## src/hw/rtl/assert_macros.svh

```systemverilog
// assertion helpers for the sequencer rtl
`ifndef ASSERT_MACROS_SVH
`define ASSERT_MACROS_SVH

// checked at each posedge outside reset
`define LBS_ASSERT(lbl, clk, rst, prop, msg) \
   lbl: assert property (@(posedge clk) disable iff (rst) prop) else $error(msg);

// checked at each posedge, reset included
`define LBS_ASSERT_ALWAYS(lbl, clk, prop, msg) \
   lbl: assert property (@(posedge clk) prop) else $error(msg);

`endif

```

## src/hw/rtl/lbs_pkg.sv

```systemverilog
package lbs_pkg;

   localparam int unsigned CUR_W   = 16;
   localparam int unsigned CSR_W   = 16;
   localparam int unsigned CSR_IDX_W = 3;
   localparam int unsigned GAMMA_W = 17;
   localparam int unsigned GAMMA_FRAC_W = 16;

   typedef enum logic [2:0] {
      PH_RAMP_UP    = 3'd0,
      PH_HOLD_HIGH  = 3'd1,
      PH_LV_WAIT    = 3'd2,
      PH_FORCED_OFF = 3'd3,
      PH_RAMP_DOWN  = 3'd4,
      PH_HOLD_LOW   = 3'd5
   } phase_type;

   localparam logic CMD_TICK    = 1'b0;
   localparam logic CMD_RESTART = 1'b1;

   localparam logic [CSR_IDX_W-1:0] CSR_CURRENT_LOW  = 3'd0;
   localparam logic [CSR_IDX_W-1:0] CSR_CURRENT_HIGH = 3'd1;
   localparam logic [CSR_IDX_W-1:0] CSR_HIGH_HOLD    = 3'd2;
   localparam logic [CSR_IDX_W-1:0] CSR_LOW_HOLD     = 3'd3;
   localparam logic [CSR_IDX_W-1:0] CSR_MIN_ON       = 3'd4;

   localparam logic [CSR_W-1:0] RST_CURRENT_LOW  = 16'd0;
   localparam logic [CSR_W-1:0] RST_CURRENT_HIGH = 16'd1000;
   localparam logic [CSR_W-1:0] RST_HIGH_HOLD    = 16'd64;
   localparam logic [CSR_W-1:0] RST_LOW_HOLD     = 16'd64;
   localparam logic [CSR_W-1:0] RST_MIN_ON       = 16'd0;

   // largest g with g^10 * steps^tenths <= level^tenths * 2^160, evaluated at elaboration
   function automatic logic [GAMMA_W-1:0] lbs_gamma_entry(input int unsigned level,
                                                          input int unsigned steps,
                                                          input int unsigned tenths);
      logic [511:0] steps_pow;
      logic [511:0] rhs;
      logic [511:0] lhs;
      int unsigned  lo;
      int unsigned  hi;
      int unsigned  mid;
      int           k;
      int           it;
      steps_pow = 512'd1;
      rhs       = 512'd1;
      for (k = 0; k < int'(tenths); k++) begin
         steps_pow = steps_pow * 512'(steps);
         rhs       = rhs * 512'(level);
      end
      rhs = rhs << 160;
      lo  = 0;
      hi  = 65536;
      for (it = 0; it < 20; it++) begin
         if (lo < hi) begin
            mid = lo + ((hi - lo + 1) >> 1);
            lhs = steps_pow;
            for (k = 0; k < 10; k++) begin
               lhs = lhs * 512'(mid);
            end
            if (lhs <= rhs) begin
               lo = mid;
            end else begin
               hi = mid - 1;
            end
         end
      end
      return GAMMA_W'(lo);
   endfunction

endpackage

```

## src/hw/rtl/lbs_level_current.sv

```systemverilog
module lbs_level_current
   import lbs_pkg::*;
#(
   parameter int unsigned STEPS        = 64,
   parameter int unsigned GAMMA_TENTHS = 22,
   localparam int unsigned LevelW      = $clog2(STEPS + 1)
) (
   input  logic [LevelW-1:0] level,
   input  logic [CUR_W-1:0]  current_low,
   input  logic [CUR_W-1:0]  current_high,
   output logic [CUR_W-1:0]  current
);

   localparam int unsigned ProdW = CUR_W + GAMMA_W + 2;

   logic [GAMMA_W-1:0]               gamma_rom [0:STEPS];
   logic [GAMMA_W-1:0]               gamma;
   logic signed [CUR_W:0]            diff;
   logic signed [CUR_W+GAMMA_W+1:0]  prod;
   logic signed [CUR_W+GAMMA_W+1:0]  scaled;

   // gamma curve in q1.16, fixed at build time
   for (genvar l = 0; l <= STEPS; l++) begin : g_rom
      localparam logic [GAMMA_W-1:0] Entry = lbs_gamma_entry(l, STEPS, GAMMA_TENTHS);
      assign gamma_rom[l] = Entry;
   end

   assign gamma  = gamma_rom[level];
   assign diff   = signed'({1'b0, current_high}) - signed'({1'b0, current_low});
   assign prod   = ProdW'(diff) * ProdW'(signed'({1'b0, gamma}));
   // arithmetic shift floors towards minus infinity
   assign scaled = prod >>> GAMMA_FRAC_W;
   assign current = current_low + scaled[CUR_W-1:0];

endmodule

```

## src/hw/rtl/led_breathing_sequencer.sv

```systemverilog
// channel  direction  handshake            payload
// req      in         req_valid/req_stall  req_command, req_low_voltage_alert
// rsp      out        rsp_valid/rsp_stall  rsp_drive_current_ma, rsp_led_on, rsp_phase
// csr      in         csr_write_en         csr_index, csr_write_data
//
// one result per transaction, rsp_valid rises once it has moved from the input register to the result register
// a new transaction is taken every cycle while no held result stalls the input; the gamma rom, one subtract,
// one 17x18 multiply and one add sit between the input register and the result register
// synchronous active-high reset empties both stages, zeroes the sequencer state
// and loads the register defaults
// a held result keeps one further transaction waiting in the input register
module led_breathing_sequencer
   import lbs_pkg::*;
#(
   parameter int unsigned STEPS        = 64,
   parameter int unsigned GAMMA_TENTHS = 22
) (
   input  logic                 clock,
   input  logic                 reset,
   input  logic                 req_valid,
   output logic                 req_stall,
   input  logic                 req_command,
   input  logic                 req_low_voltage_alert,
   output logic                 rsp_valid,
   input  logic                 rsp_stall,
   output logic [CUR_W-1:0]     rsp_drive_current_ma,
   output logic                 rsp_led_on,
   output logic [2:0]           rsp_phase,
   input  logic                 csr_write_en,
   input  logic [CSR_IDX_W-1:0] csr_index,
   input  logic [CSR_W-1:0]     csr_write_data
);

`include "assert_macros.svh"

   localparam int unsigned LevelW = $clog2(STEPS + 1);
   localparam logic [LevelW-1:0] LevelTop    = LevelW'(STEPS);
   localparam logic [CUR_W-1:0]  WaitTicks   = CUR_W'(STEPS);
   localparam logic [CUR_W-1:0]  OffTicks    = CUR_W'(STEPS / 3);

   logic [CSR_W-1:0]  current_low_ff, current_high_ff, high_hold_ff, low_hold_ff, min_on_ff;

   logic              in_valid_ff, in_valid_in;
   logic              in_command_ff;
   logic              in_alert_ff;

   phase_type         phase_ff, phase_in;
   logic [LevelW-1:0] level_ff, level_in;
   logic [CUR_W-1:0]  count_ff, count_in;
   logic [CUR_W-1:0]  current_ff, current_in;

   logic              rsp_valid_ff, rsp_valid_in;
   logic [CUR_W-1:0]  rsp_current_ff;
   logic              rsp_led_ff, led_in;
   phase_type         rsp_phase_ff;

   logic              advance;
   logic              fire;
   logic              accept;
   logic              forced_off;
   logic              load_current;
   logic [CUR_W-1:0]  level_current;

   logic                         top_phase;
   logic                         rsp_forced_off;
   logic [LevelW+2*CUR_W+2:0]    state_vec;

   // configuration registers
   always_ff @(posedge clock) begin
      if (reset) begin
         current_low_ff  <= RST_CURRENT_LOW;
         current_high_ff <= RST_CURRENT_HIGH;
         high_hold_ff    <= RST_HIGH_HOLD;
         low_hold_ff     <= RST_LOW_HOLD;
         min_on_ff       <= RST_MIN_ON;
      end else if (csr_write_en) begin
         unique case (csr_index)
            CSR_CURRENT_LOW:  current_low_ff  <= csr_write_data;
            CSR_CURRENT_HIGH: current_high_ff <= csr_write_data;
            CSR_HIGH_HOLD:    high_hold_ff    <= csr_write_data;
            CSR_LOW_HOLD:     low_hold_ff     <= csr_write_data;
            CSR_MIN_ON:       min_on_ff       <= csr_write_data;
            default: ;
         endcase
      end
   end

   // handshake
   assign advance   = !rsp_valid_ff || !rsp_stall;
   assign fire      = in_valid_ff && advance;
   assign req_stall = in_valid_ff && !advance;
   assign accept    = req_valid && !req_stall;

   assign in_valid_in  = accept ? 1'b1 : (fire ? 1'b0 : in_valid_ff);
   assign rsp_valid_in = fire ? 1'b1 : (advance ? 1'b0 : rsp_valid_ff);

   always_ff @(posedge clock) begin
      if (reset) begin
         in_valid_ff  <= 1'b0;
         rsp_valid_ff <= 1'b0;
      end else begin
         in_valid_ff  <= in_valid_in;
         rsp_valid_ff <= rsp_valid_in;
      end
   end

   always_ff @(posedge clock) begin
      if (accept) begin
         in_command_ff <= req_command;
         in_alert_ff   <= req_low_voltage_alert;
      end
   end

   lbs_level_current #(
      .STEPS        (STEPS),
      .GAMMA_TENTHS (GAMMA_TENTHS)
   ) u_level_current (
      .level        (level_in),
      .current_low  (current_low_ff),
      .current_high (current_high_ff),
      .current      (level_current)
   );

   // sequencer step for the transaction in the input register
   always_comb begin
      phase_in     = phase_ff;
      level_in     = level_ff;
      count_in     = count_ff;
      forced_off   = 1'b0;
      load_current = 1'b0;
      if (in_command_ff == CMD_RESTART) begin
         phase_in = PH_RAMP_UP;
         count_in = '0;
      end else begin
         unique case (phase_ff)
            PH_RAMP_UP: begin
               if (level_ff == LevelTop) begin
                  if (in_alert_ff) begin
                     count_in = WaitTicks;
                     phase_in = PH_LV_WAIT;
                  end else begin
                     count_in = high_hold_ff;
                     phase_in = PH_HOLD_HIGH;
                  end
               end else begin
                  level_in     = level_ff + 1'b1;
                  load_current = 1'b1;
               end
            end
            PH_HOLD_HIGH: begin
               if (count_ff != '0) begin
                  count_in = count_ff - 1'b1;
               end else begin
                  phase_in = PH_RAMP_DOWN;
               end
            end
            PH_LV_WAIT: begin
               if (count_ff != '0) begin
                  count_in = count_ff - 1'b1;
               end else begin
                  forced_off = 1'b1;
                  count_in   = OffTicks;
                  phase_in   = PH_FORCED_OFF;
               end
            end
            PH_FORCED_OFF: begin
               forced_off = 1'b1;
               if (count_ff != '0) begin
                  count_in = count_ff - 1'b1;
               end else begin
                  phase_in = PH_RAMP_DOWN;
               end
            end
            PH_RAMP_DOWN: begin
               if (level_ff == '0) begin
                  count_in = low_hold_ff;
                  phase_in = PH_HOLD_LOW;
               end else begin
                  level_in     = level_ff - 1'b1;
                  load_current = 1'b1;
               end
            end
            PH_HOLD_LOW: begin
               if (count_ff != '0) begin
                  count_in = count_ff - 1'b1;
               end else begin
                  phase_in = PH_RAMP_UP;
               end
            end
            default: begin
               phase_in = PH_RAMP_UP;
            end
         endcase
      end
   end

   always_comb begin
      if (in_command_ff == CMD_RESTART) begin
         current_in = '0;
         led_in     = 1'b1;
      end else begin
         current_in = load_current ? level_current : current_ff;
         led_in     = !((current_in < min_on_ff) || forced_off);
      end
   end

   always_ff @(posedge clock) begin
      if (reset) begin
         phase_ff   <= PH_RAMP_UP;
         level_ff   <= '0;
         count_ff   <= '0;
         current_ff <= '0;
      end else if (fire) begin
         phase_ff   <= phase_in;
         level_ff   <= level_in;
         count_ff   <= count_in;
         current_ff <= current_in;
      end
   end

   always_ff @(posedge clock) begin
      if (fire) begin
         rsp_current_ff <= current_in;
         rsp_led_ff     <= led_in;
         rsp_phase_ff   <= phase_in;
      end
   end

   assign rsp_valid            = rsp_valid_ff;
   assign rsp_drive_current_ma = rsp_current_ff;
   assign rsp_led_on           = rsp_led_ff;
   assign rsp_phase            = rsp_phase_ff;

   assign top_phase      = (phase_ff == PH_HOLD_HIGH) || (phase_ff == PH_LV_WAIT) ||
                           (phase_ff == PH_FORCED_OFF);
   assign rsp_forced_off = rsp_valid_ff && (rsp_phase_ff == PH_FORCED_OFF);
   assign state_vec      = {phase_ff, level_ff, count_ff, current_ff};

   `LBS_ASSERT(a_level_in_range, clock, reset, level_ff <= LevelTop, "level beyond top")
   `LBS_ASSERT(a_top_phases_at_top, clock, reset, top_phase |-> level_ff == LevelTop, "not at top")
   `LBS_ASSERT(a_forced_off_dark, clock, reset, rsp_forced_off |-> !rsp_led_ff, "led on when off")
   `LBS_ASSERT(a_state_holds, clock, reset, !fire |=> $stable(state_vec), "state moved while idle")

endmodule
```

## config.mk

```make
export PLATFORM = sky130hd
export DESIGN_NAME = led_breathing_sequencer
export DESIGN_NICKNAME = d
export VERILOG_FILES = /design/src/hw/rtl/lbs_pkg.sv /design/src/hw/rtl/lbs_level_current.sv /design/src/hw/rtl/led_breathing_sequencer.sv
export VERILOG_INCLUDE_DIRS = /design/src /design/src/hw/rtl
export SDC_FILE = /design/constraint.sdc
export NUM_CORES = 1
export LEC_CHECK = 0
export BUFFER_PORTS_ARGS = -buffer_cell sky130_fd_sc_hd__buf_4
export CORE_ASPECT_RATIO = 0.5
export CORE_MARGIN = 10
export CORE_UTILIZATION = 50
export DETAILED_ROUTE_END_ITERATION = 7
export PLACE_DENSITY = 0.66
export RECOVER_POWER = 100
export SLEW_MARGIN = 20
export SYNTH_ARGS = -nofsm -noshare
export SYNTH_HDL_FRONTEND = slang
export SYNTH_HIERARCHICAL = 1
export SYNTH_SLANG_ARGS = --single-unit
```

## constraint.sdc

```tcl
create_clock -name clock -period 15.5 [get_ports clock]
set_input_delay 3.1 -clock clock [delete_from_list [all_inputs] [get_ports clock]]
set_output_delay 3.1 -clock clock [all_outputs]
set_load 0.05 [all_outputs]
```

# --- After elaboration in Yosys (flattened, before gate mapping) ---
# Memories as Yosys holds them, arrays and structs flattened.
# Cells that the tools add are included.
classes:
  addsub: 5
  n_mul: 1
  magnitude_cmp: 2
  eq_ne: 13
  muxes: 34
  n_bitwise: 1
  n_reduce_logical: 25
op_table:
  columns: ["op", "count"]
  rows:
  - ["$mux W16", 8]
  - ["$pmux W16 S4", 1]
  - ["$mux W17", 2]
  - ["$mul A17 B18 Y32", 1]
  - ["$mux W7", 3]
  - ["$mux W3", 6]
  - ["$sub A16 B16 Y17", 1]
  - ["$add A16 B16 Y16", 1]
  - ["$lt A16 B16 Y1", 1]
  - ["$reduce_bool A16 Y1", 1]
  - ["$sub A16 B1 Y16 const B", 1]
  - ["$pmux W3 S5", 1]
  - ["$pmux W7 S2", 1]
  - ["$eq A3 B2 Y1 const B", 4]
  - ["$reduce_and A2 Y1", 5]
  - ["$eq A3 B3 Y1 const B", 3]
  - ["$mux W1", 9]
  - ["$ge A8 B8 Y1 const B", 1]
  - ["$not A7 Y8", 1]
  - ["$add A7 B1 Y7 const B", 1]
  - ["$eq A7 B7 Y1 const B", 1]
  - ["$logic_not A7 Y1", 1]
  - ["$sub A7 B1 Y7 const B", 1]
  - ["$eq A3 B1 Y1 const B", 2]
  - ["other kinds (13)", 24]
word_totals:
  regBits: 146
  romBits: 2176
  word_cells: 98
  mem_count: 1
mem_list:
  columns: ["memory", "words", "width", "rd", "rd_clocked_by_memory_dff", "write_ports", "line", "text"]
  rows:
  - ["(no name shown)", 128, 17, 1, 0, 0, "lbs_level_current.sv:28", "assign gamma = gamma_rom[level];"]

# --- Depth between registers and ports, before layout ---
# Gate-level depths: netlist of the first run.
logic_depth:
  ltp_word: 14
  ltp_mapped: 58

# --- Modules after synthesis ---
# Netlist of the first run, hierarchy kept.
modules_own_cells:
  columns: ["mod", "n_inst", "cells_each", "area_each_um2", "seq_area_each_um2"]
  rows:
  - ["lbs_level_current", 1, 1431, 11713.7, 0.0]
  - ["led_breathing_sequencer", 1, 845, 6880.3, 3143.0]

# --- Least setup slack after synthesis of the first run ---
# Ideal clock, no wire load.
synth_timing:
  kind: "reg2reg"
  from: "register level_ff[0]"
  to: "register rsp_led_ff (netlist: rsp_led_on), data pin"
  setup_ps: 268
  t_arrival_ps: 11947
  required_time_ps: 15232
  setup_slack_ps: 3285
  stages_incl_launch_ff: 49
  path_buffers: 3
  period_less_slack_ps: 12215
  cell_sequence: "dfxtp_1 -> inv_1 -> ha_1 -> nor3b_4 -> a31oi_1 -> buf_4 -> buf_4 -> xnor2_1 -> inv_1 -> ha_1 -> nor2b_1 -> nand2b_1 -> o311ai_0 -> o21ai_0 -> a211oi_1 -> clkbuf_1 -> nor2_1 -> fa_1 -> (+13 left out) -> a31o_2 -> o41a_4 -> xor2_1 -> ha_1 -> or3_1 -> a211o_1 -> a31o_1 -> a21oi_1 -> xnor2_1 -> xnor3_1 -> xor2_1 -> mux2i_1 -> inv_1 -> ha_1 -> nand4_1 -> nor2_1 -> a2111oi_0 -> a21oi_1"
synth_between:
  elab_chain_cells: 14
  elab_cells_between_ends: 22
  classes_between: "3 x add/sub; 1 x mul; 1 x order compare; 1 x eq/ne; 11 x mux; 1 x bitwise; 3 x reduce/logical; 1 x memory"
synth_lines:
  columns: ["item", "line", "text"]
  rows:
  - ["start: declaration", "led_breathing_sequencer.sv:48", "logic [LevelW-1:0] level_ff, level_in;"]
  - ["start signal: assignment", "led_breathing_sequencer.sv:215", "level_ff <= level_in;"]
  - ["$sub A7 B1 Y7 (tied with other cells)", "led_breathing_sequencer.sv:179", "level_in = level_ff - 1'b1;"]
  - ["$mux W7 (on tied branches)", "led_breathing_sequencer.sv:175, led_breathing_sequencer.sv:137", null]
  - ["$pmux W7 S2", "led_breathing_sequencer.sv:135", "unique case (phase_ff)"]
  - ["$mux W7 (*)", "led_breathing_sequencer.sv:131", "if (in_command_ff == CMD_RESTART) begin"]
  - ["via level_in[0]", "led_breathing_sequencer.sv:48", null]
  - ["$not A7 Y8 (implied by the code) (*)", "lbs_level_current.sv:28", null]
  - ["$mem_v2 Z128 W17 (*)", null, null]
  - ["$mux W17 (implied by the code) (*) (2 in series)", "lbs_level_current.sv:28", null]
  - ["$mul A17 B18 Y32 (*)", "lbs_level_current.sv:30", "assign prod = ProdW'(diff) * ProdW'(signed'({1'b0, gamma}));"]
  - ["$add A16 B16 Y16 (*)", "lbs_level_current.sv:33", "assign current = current_low + scaled[CUR_W-1:0];"]
  - ["via level_current[15]", "led_breathing_sequencer.sv:62", "logic [CUR_W-1:0] level_current;"]
  - ["$mux W16 (*)", "led_breathing_sequencer.sv:202", "current_in = load_current ? level_current : current_ff;"]
  - ["$lt A16 B16 Y1 (*)", "led_breathing_sequencer.sv:203", "led_in = !((current_in < min_on_ff) || forced_off);"]
  - ["$logic_or A1 B1 Y1 (*)", "led_breathing_sequencer.sv:203", null]
  - ["$logic_not A1 Y1 (*)", "led_breathing_sequencer.sv:203", null]
  - ["end signal: assignment", "led_breathing_sequencer.sv:224", "rsp_led_ff <= led_in;"]
  - ["end: declaration", "led_breathing_sequencer.sv:54", "logic rsp_led_ff, led_in;"]
# The timed path passes the listed nets; every way through them passes the cells marked *. The select of a mux whose other input is x is not followed.
# A chain may end at the register's enable or synchronous reset.

# --- Worst setup path in the final report of the first run ---
layout_timing:
  from: "register in_command_ff"
  to: "register rsp_led_ff (netlist: rsp_led_on), data pin"
layout_between:
  elab_chain_cells: 11
  elab_cells_between_ends: 13
  classes_between: "1 x add/sub; 1 x mul; 1 x order compare; 6 x mux; 1 x bitwise; 2 x reduce/logical; 1 x memory"
layout_lines:
  columns: ["item", "line", "text"]
  rows:
  - ["start: declaration", "led_breathing_sequencer.sv:44", "logic in_command_ff;"]
  - ["start signal: assignment", "led_breathing_sequencer.sv:109", "in_command_ff <= req_command;"]
  - ["$mux W7", "led_breathing_sequencer.sv:131", null]
  - ["via level_in[0]", "led_breathing_sequencer.sv:48", null]
  - ["$not A7 Y8 (implied by the code)", "lbs_level_current.sv:28", null]
  - ["$mem_v2 Z128 W17", null, null]
  - ["$mux W17 (implied by the code) (2 in series)", "lbs_level_current.sv:28", null]
  - ["$mul A17 B18 Y32", "lbs_level_current.sv:30", null]
  - ["$add A16 B16 Y16", "lbs_level_current.sv:33", null]
  - ["via level_current[15]", "led_breathing_sequencer.sv:62", null]
  - ["$mux W16", "led_breathing_sequencer.sv:202", null]
  - ["$lt A16 B16 Y1", "led_breathing_sequencer.sv:203", null]
  - ["$logic_or A1 B1 Y1", "led_breathing_sequencer.sv:203", null]
  - ["$logic_not A1 Y1", "led_breathing_sequencer.sv:203", null]
# The timed path passes the listed nets, and every way through them passes these cells. The select of a mux whose other input is x is not followed.

==> impl_metrics.csv, run 1 <==
group,metric,value,unit
placement,detailed_place.area,0.0194,mm²
timing,setup_total_negative_slack,0,ns
placement,place.detailed.hpwl,40.8,mm
clock_tree,cts_repair_resize_count,0,
final_layout,commonest_non_fill_non_tap_cells_in_the_layout,"349 x sky130_fd_sc_hd__nand2_1, 320 x sky130_fd_sc_hd__inv_1, 233 x sky130_fd_sc_hd__nor2_1",
global_routing,grt_overflow_total,0,
clock_tree,cts-root-buf,"sky130_fd_sc_hd__clkbuf_16",
route,routed_wirelength,51.3,mm
route,antenna_violating_nets_post_route,0,
final_layout,synth_to_layout_area_growth,7.20,%
status,violations,"capacitance limit, slew limit",
synth,postSynth.asyncResetShare,0,%
clock_tree,htree_num_levels,4,
timing,worst_setup_slack_final,1.13,ns
timing,maxSlewViolCount,122,
route,remaining_drc_errors,0,
final_layout,number_of_diodes_added_for_antenna_fixing,0,
global_routing,grt_max_degree,87,
timing,worst_slew_pin_slew,3.89,ns
synth,register_bit_total_from_synthesis,146,
setup_path,timing.critical_path.slowest_cell_delay,0.85,ns
final_layout,proportion_of_layout_cells_with_a_drive_suffix_above_1,5.71,%
synth,synth_enable_flop_cells,22,
route,detail_route.vias_per_cell,5.65,
final_layout,finalInstanceArea,0.0199,mm²
final_layout,finalNetCount,2705,
setup_path,worst-r2r-setup-slack,1.13,ns
timing,setup_viol,0,
synth,syn_inst,2276,
final_layout,final.fill_count,3520,
flow_run,max_cap_violations,2,
route,drt_iter0_drcs,1480,
global_routing,first_global_vias,15544,
clock_tree,cts_num_sinks,146,
floorplanning,die_h,156,µm
synth,top_reg_cell_synth,"sky130_fd_sc_hd__dfxtp_1",
clock_tree,postCtsHoldBufs,0,
clock_tree,clk_pin_slew_worst_paths,0.06,ns
route,total_vias_in_the_final_route,15696,
synth,yosysWarnings,6,
timing,period_share,92.7,%
final_layout,multi_input_area,0.0138,mm²
status,status,"complete, but fails checks",
setup_path,reg2reg_capture_point,"rsp_led_on",
timing,worst_clock_skew,0.0131,ns
worst_hold_path,hold_path_end,"current_ff[15]",
synth,post_synth.cell_area_avg,8.17,µm²
route,detail_route.first_pass.iterations,7,
setup_path,crit_slowest_cell,"sky130_fd_sc_hd__o21ai_0",
setup_path,rr_worst_depth,45,
synth,synth_nets,2700,
setup_path,timing.critical_path.to_type,"flip-flop",
clock_tree,numCtsBuffers,17,
floorplanning,dieArea,0.0458,mm²
timing,clock.fmax,0.0696,GHz
placement,port_buffers,47,
synth,synth.cell_area,0.0186,mm²
synth,synth.distinct_cells,94,
timing,maxSlewHeadroom,-159,%
setup_path,setup.worst_path.start_class,"flip-flop",
timing,rsz0062_at_grt,"false",
clock_tree,clk_latency,0.42,ns
synth,synth.yosys.seq_area_share,16.9,%
setup_path,setup.worst_path.class,"reg2reg",
setup_path,worst-endpoint-required,15.65,ns
placement,dp_slack,1.56,ns
setup_path,critical_path.max_fanout,26,
worst_hold_path,min_path_type,"reg2reg",
setup_path,worst_path_most_repeated_cell,"sky130_fd_sc_hd__fa_1",
global_routing,global_route.usage.total,22.7,%
final_layout,area.sequential,0.00314,mm²
route,routed_wire_length_per_instance,18.5,µm
clock_tree,cts-root-to-sink-buffers,2,
timing,timing_hold_violations_final,0,
floorplanning,placeableCoreArea,0.0363,mm²
power,total_leakage_power,9.30,nW
global_routing,initial_antenna_violation_count,0,
global_routing,grt_pass1_wl,84.1,mm
setup_path,worst_ep_arrival_time,14.52,ns
timing,final.min_clock_period,14.37,ns
power,worst_ir_drop_vdd,0.0786,mV
worst_hold_path,hold_path_startpoint,"current_ff[15]",
power,powerDensity,76.7,mW/mm²
floorplanning,placement_rows,49,
floorplanning,initial_utilization,51.2,%
worst_hold_path,hold-path-cell-count,2,
setup_path,worst_setup_path_startpoint,"in_command_ff",
placement,routabilityCongestion,0.907,
floorplanning,io-pin-count,48,
setup_path,critical_path.reg2reg.startpoint,"in_command_ff",
clock_tree,cts.repair_timing.setup_buffer_count,0,
power,power,1.53,mW
final_layout,final_common_cell,"sky130_fd_sc_hd__nand2_1",
floorplanning,chipWidth,293,µm
clock_tree,tritoncts,"yes",
flip-flops by register name, summed over array words and instances (netlist names):
signal	count
rsp_led_on	1
high_hold_ff	16
min_on_ff	16
in_command_ff	1
level_ff	7
current_ff	16
in_alert_ff	1
rsp_drive_current_ma	16
in_valid_ff	1
count_ff	16
rsp_valid	1
phase_ff	3
rsp_phase	3
current_high_ff	16
current_low_ff	16
low_hold_ff	16
stage by stage:
stage / utilization (%) / hold slack [ns] / cells
4_1_cts: 55.3 / 0.449 / 2777
3_3_place_gp: 53.6 / 0.434 / 2746
6_report: 54.9 / 0.449 / 2777
2_1_floorplan: - / 0.424 / 2276
5_1_grt: 54.9 / 0.469 / 2777
3_5_place_dp: 53.6 / 0.441 / 2746
kinds of logic (layout without fill, tap and decap cells):
kind of cell	count (synthesis)	after routing	synth area share (%)
simple gates	828	828	20.1
mux	21	21	1.20
xor+xnor	62	62	2.99
buf+inv	419	436	8.78
fa+ha+maj	398	398	35.9
flops	146	146	16.9
compound gates	402	402	14.2
synth_stat cells (all sizes together) (7+ instances only):
master  count  area share [%]
xor2       24             1.1
xnor2      37             1.7
clkbuf     75             1.5
a21o       26             1.0
nor2b      22            0.74
nand2b     49             1.6
buf        23            0.79
nand3      39             1.0
o311ai      7            0.33
nor2      236             4.8
a21oi     145             3.9
o21ai      82             2.2
or2        13            0.45
mux2i      20             1.1
a211oi     15            0.61
or3        15            0.54
inv       320             6.5
nand4       8            0.27
and2       22            0.74
nor3       40             1.2
nand2     349             7.0
fa        225              24
dfxtp     124              13
o211ai     17            0.76
nor4        8            0.30
and3        9            0.34
ha        173              12
a31oi      13            0.44
edfxtp     22             3.6
o21a        9            0.36
o31ai       9            0.39
per-layer routing:
| metal | track usage, % | routed length [µm] | vias up |
|---|---|---|---|
| met2 | 36.3 | 22900 | 533 |
| met3 | 3.29 | 3650 | 83 |
| li1 | - | - | 7436 |
| met4 | 7.11 | 1270 | 0 |
| met1 | 31.4 | 23500 | 7644 |
| met5 | 0 | 0 | - |
layout make-up:
| cell class | instances | area share (%) |
|---|---|---|
| multi-input cells | 1711 | 69.4 |
| flip-flops and latches | 146 | 15.8 |
| inverters | 321 | 6.04 |
| well taps | 484 | 3.04 |
| repair buffers | 84 | 2.69 |
| clock buffers | 23 | 2.45 |
| clock inverters | 8 | 0.628 |
critical path, delay by kind of cell, from the launching register on:
family | cells | cell delay, ns
AO/OA/AOI/OAI | 17 | 4.49
XOR/XNOR | 5 | 1.14
adder cells (fa/ha/maj) | 10 | 4.56
buffers and inverters | 6 | 1.29
flip-flops | 1 | 0.77
multiplexers | 1 | 0.24
AND/OR/NAND/NOR | 6 | 1.59
how the worst max path moves through the flow:
stage | slack (ns) | endpoint | depth (start not counted)
finish | 1.13 | rsp_led_on | 45
detailed placement | 1.56 | rsp_led_on | 47
CTS | 1.55 | rsp_led_on | 47
floorplan | 3.29 | rsp_led_on | 48
global route | 0.29 | rsp_led_on | 46
global placement | 1.82 | rsp_led_on | 45
power by group:
| part | total (mW) | switching [mW] | internal, mW |
|---|---|---|---|
| clock network | 0.429 | 0.158 | 0.271 |
| registers | 0.407 | 0.00793 | 0.399 |
| logic | 0.693 | 0.435 | 0.258 |
No activity file was read; power rests on OpenSTA's default activity.
==> run 2: changes to the inputs <==
clock period = 17 ns   (was 15.5 ns; I/O delays follow)
==> impl_metrics.csv, run 2 (same netlist as run 1, synthesis figures left out) <==
group,metric,value,unit
status,status,"complete, but fails checks",
status,violations,"capacitance limit, slew limit",
setup_path,worst_path_most_repeated_cell,"sky130_fd_sc_hd__fa_1",
global_routing,grt_max_degree,87,
setup_path,worst_ep_arrival_time,15.40,ns
final_layout,final-instance-count-excl-fill,2775,
placement,port_buffers,47,
floorplanning,die_h,156,µm
power,total_leakage_power,9.30,nW
setup_path,timing.critical_path.slowest_cell_delay,1.29,ns
setup_path,setup.worst_path.start_class,"flip-flop",
timing,final.min_clock_period,15.24,ns
route,remaining_drc_errors,0,
timing,timing_hold_violations_final,0,
final_layout,number_of_diodes_added_for_antenna_fixing,0,
global_routing,grt_overflow_total,0,
route,routed_wire_length_per_instance,18.6,µm
clock_tree,cts-root-to-sink-buffers,2,
final_layout,final_common_cell,"sky130_fd_sc_hd__nand2_1",
floorplanning,chipWidth,293,µm
clock_tree,cts_num_sinks,146,
floorplanning,io-pin-count,48,
route,total_vias_in_the_final_route,15655,
clock_tree,cts-root-buf,"sky130_fd_sc_hd__clkbuf_16",
global_routing,first_global_vias,15488,
route,routed_wirelength,51.5,mm
timing,setup_total_negative_slack,0,ns
worst_hold_path,min_path_type,"reg2reg",
final_layout,final.fill_count,3505,
timing,setup_viol,0,
clock_tree,htree_num_levels,4,
setup_path,worst-endpoint-required,17.16,ns
setup_path,timing.critical_path.to_type,"flip-flop",
placement,place.detailed.hpwl,40.7,mm
route,drt_iter0_drcs,1416,
global_routing,global_route.usage.total,22.7,%
power,power,1.40,mW
final_layout,area.sequential,0.00314,mm²
placement,dpl.cell_count,2743,
power,powerDensity,70.0,mW/mm²
global_routing,gr_met1_demand_resource,31.7,%
final_layout,synth_to_layout_area_growth,7.18,%
timing,maxSlewViolCount,131,
power,worst_ir_drop_vdd,0.0724,mV
floorplanning,placement_rows,49,
final_layout,proportion_of_layout_cells_with_a_drive_suffix_above_1,5.76,%
timing,maxSlewHeadroom,-168,%
route,detail_route.first_pass.iterations,6,
clock_tree,clk_pin_slew_worst_paths,0.07,ns
timing,clock.fmax,0.0656,GHz
final_layout,multi_input_area,0.0138,mm²
timing,rsz0062_at_grt,"false",
floorplanning,placeableCoreArea,0.0363,mm²
timing,worst_slew_pin_slew,4.01,ns
global_routing,globalRoute.busiestLayer,"met2",
clock_tree,cts.repair_timing.setup_buffer_count,0,
clock_tree,cts_repair_resize_count,0,
clock_tree,postCtsHoldBufs,0,
floorplanning,dieArea,0.0458,mm²
timing,worst_setup_slack_final,1.76,ns
final_layout,finalNetCount,2702,
global_routing,grt_pass1_wl,84.3,mm
timing,worst_clock_skew,0.0106,ns
global_routing,groute.layer.met3.usage,3.43,%
timing,period_share,89.7,%
setup_path,setup.worst_path.class,"reg2reg",
final_layout,commonest_non_fill_non_tap_cells_in_the_layout,"349 x sky130_fd_sc_hd__nand2_1, 320 x sky130_fd_sc_hd__inv_1, 233 x sky130_fd_sc_hd__nor2_1",
global_routing,grtUsageMet2,36.4,%
floorplanning,initial_utilization,51.2,%
route,antenna_violating_nets_post_route,0,
clock_tree,numCtsBuffers,17,
flow_run,max_cap_violations,3,
clock_tree,tritoncts,"yes",
setup_path,critical_path.max_fanout,20,
global_routing,initial_antenna_violation_count,0,
setup_path,crit_slowest_cell,"sky130_fd_sc_hd__o21ai_0",
placement,dp_slack,2.79,ns
route,detail_route.vias_per_cell,5.64,
clock_tree,clk_latency,0.42,ns
placement,routabilityCongestion,0.915,
[run 2: final timing paths]
check / start / endpoint / slack, ns / cells after the start
worst max-delay path: level_ff[0] / rsp_led_on / 1.76 / 46
worst min-delay path: high_hold_ff[15] / high_hold_ff[15] / 0.45 / 2
worst max register to register: level_ff[0] / rsp_led_on / 1.76 / 46
worst min register to register: high_hold_ff[15] / high_hold_ff[15] / 0.45 / 2
[run 2: critical path: cells and delay by family (launching register included)]
| kind | cells | cell delay [ns] |
|---|---|---|
| flip-flops | 1 | 0.33 |
| AND/OR/NAND/NOR | 11 | 2.89 |
| XOR/XNOR | 2 | 0.36 |
| multiplexers | 2 | 0.40 |
| buffers and inverters | 3 | 0.60 |
| AO/OA/AOI/OAI | 16 | 5.52 |
| adder cells (fa/ha/maj) | 12 | 4.88 |
[run 2: metrics by stage]
stage	hold WS (ns)	cell area [µm²]	utilization, %
6_report	0.452	19900	54.9
5_1_grt	0.480	19900	54.9
4_1_cts	0.450	20000	55.2
3_5_place_dp	0.441	19400	53.5
3_3_place_gp	0.434	19400	53.5
2_1_floorplan	0.424	18600	-
[run 2: area by class of cell]
class / instances / share of cell area, %
Clock inverter: 15 / 0.973
Clock buffer: 17 / 2.13
Tap cell: 484 / 3.04
Inverter: 321 / 6.05
Multi-Input combinational cell: 1711 / 69.5
Sequential cell: 146 / 15.8
Timing Repair Buffer: 81 / 2.58
[run 2: layer usage]
layer | vias up | wire length (µm)
li1 | 7446 | -
met1 | 7642 | 24100
met2 | 499 | 23100
met3 | 68 | 3280
met4 | 0 | 1000
met5 | - | 0
[run 2: report_power, final]
part	switching, mW	total (mW)	internal (mW)
combinational	0.395	0.629	0.233
sequential	0.00719	0.371	0.364
clock	0.160	0.396	0.235
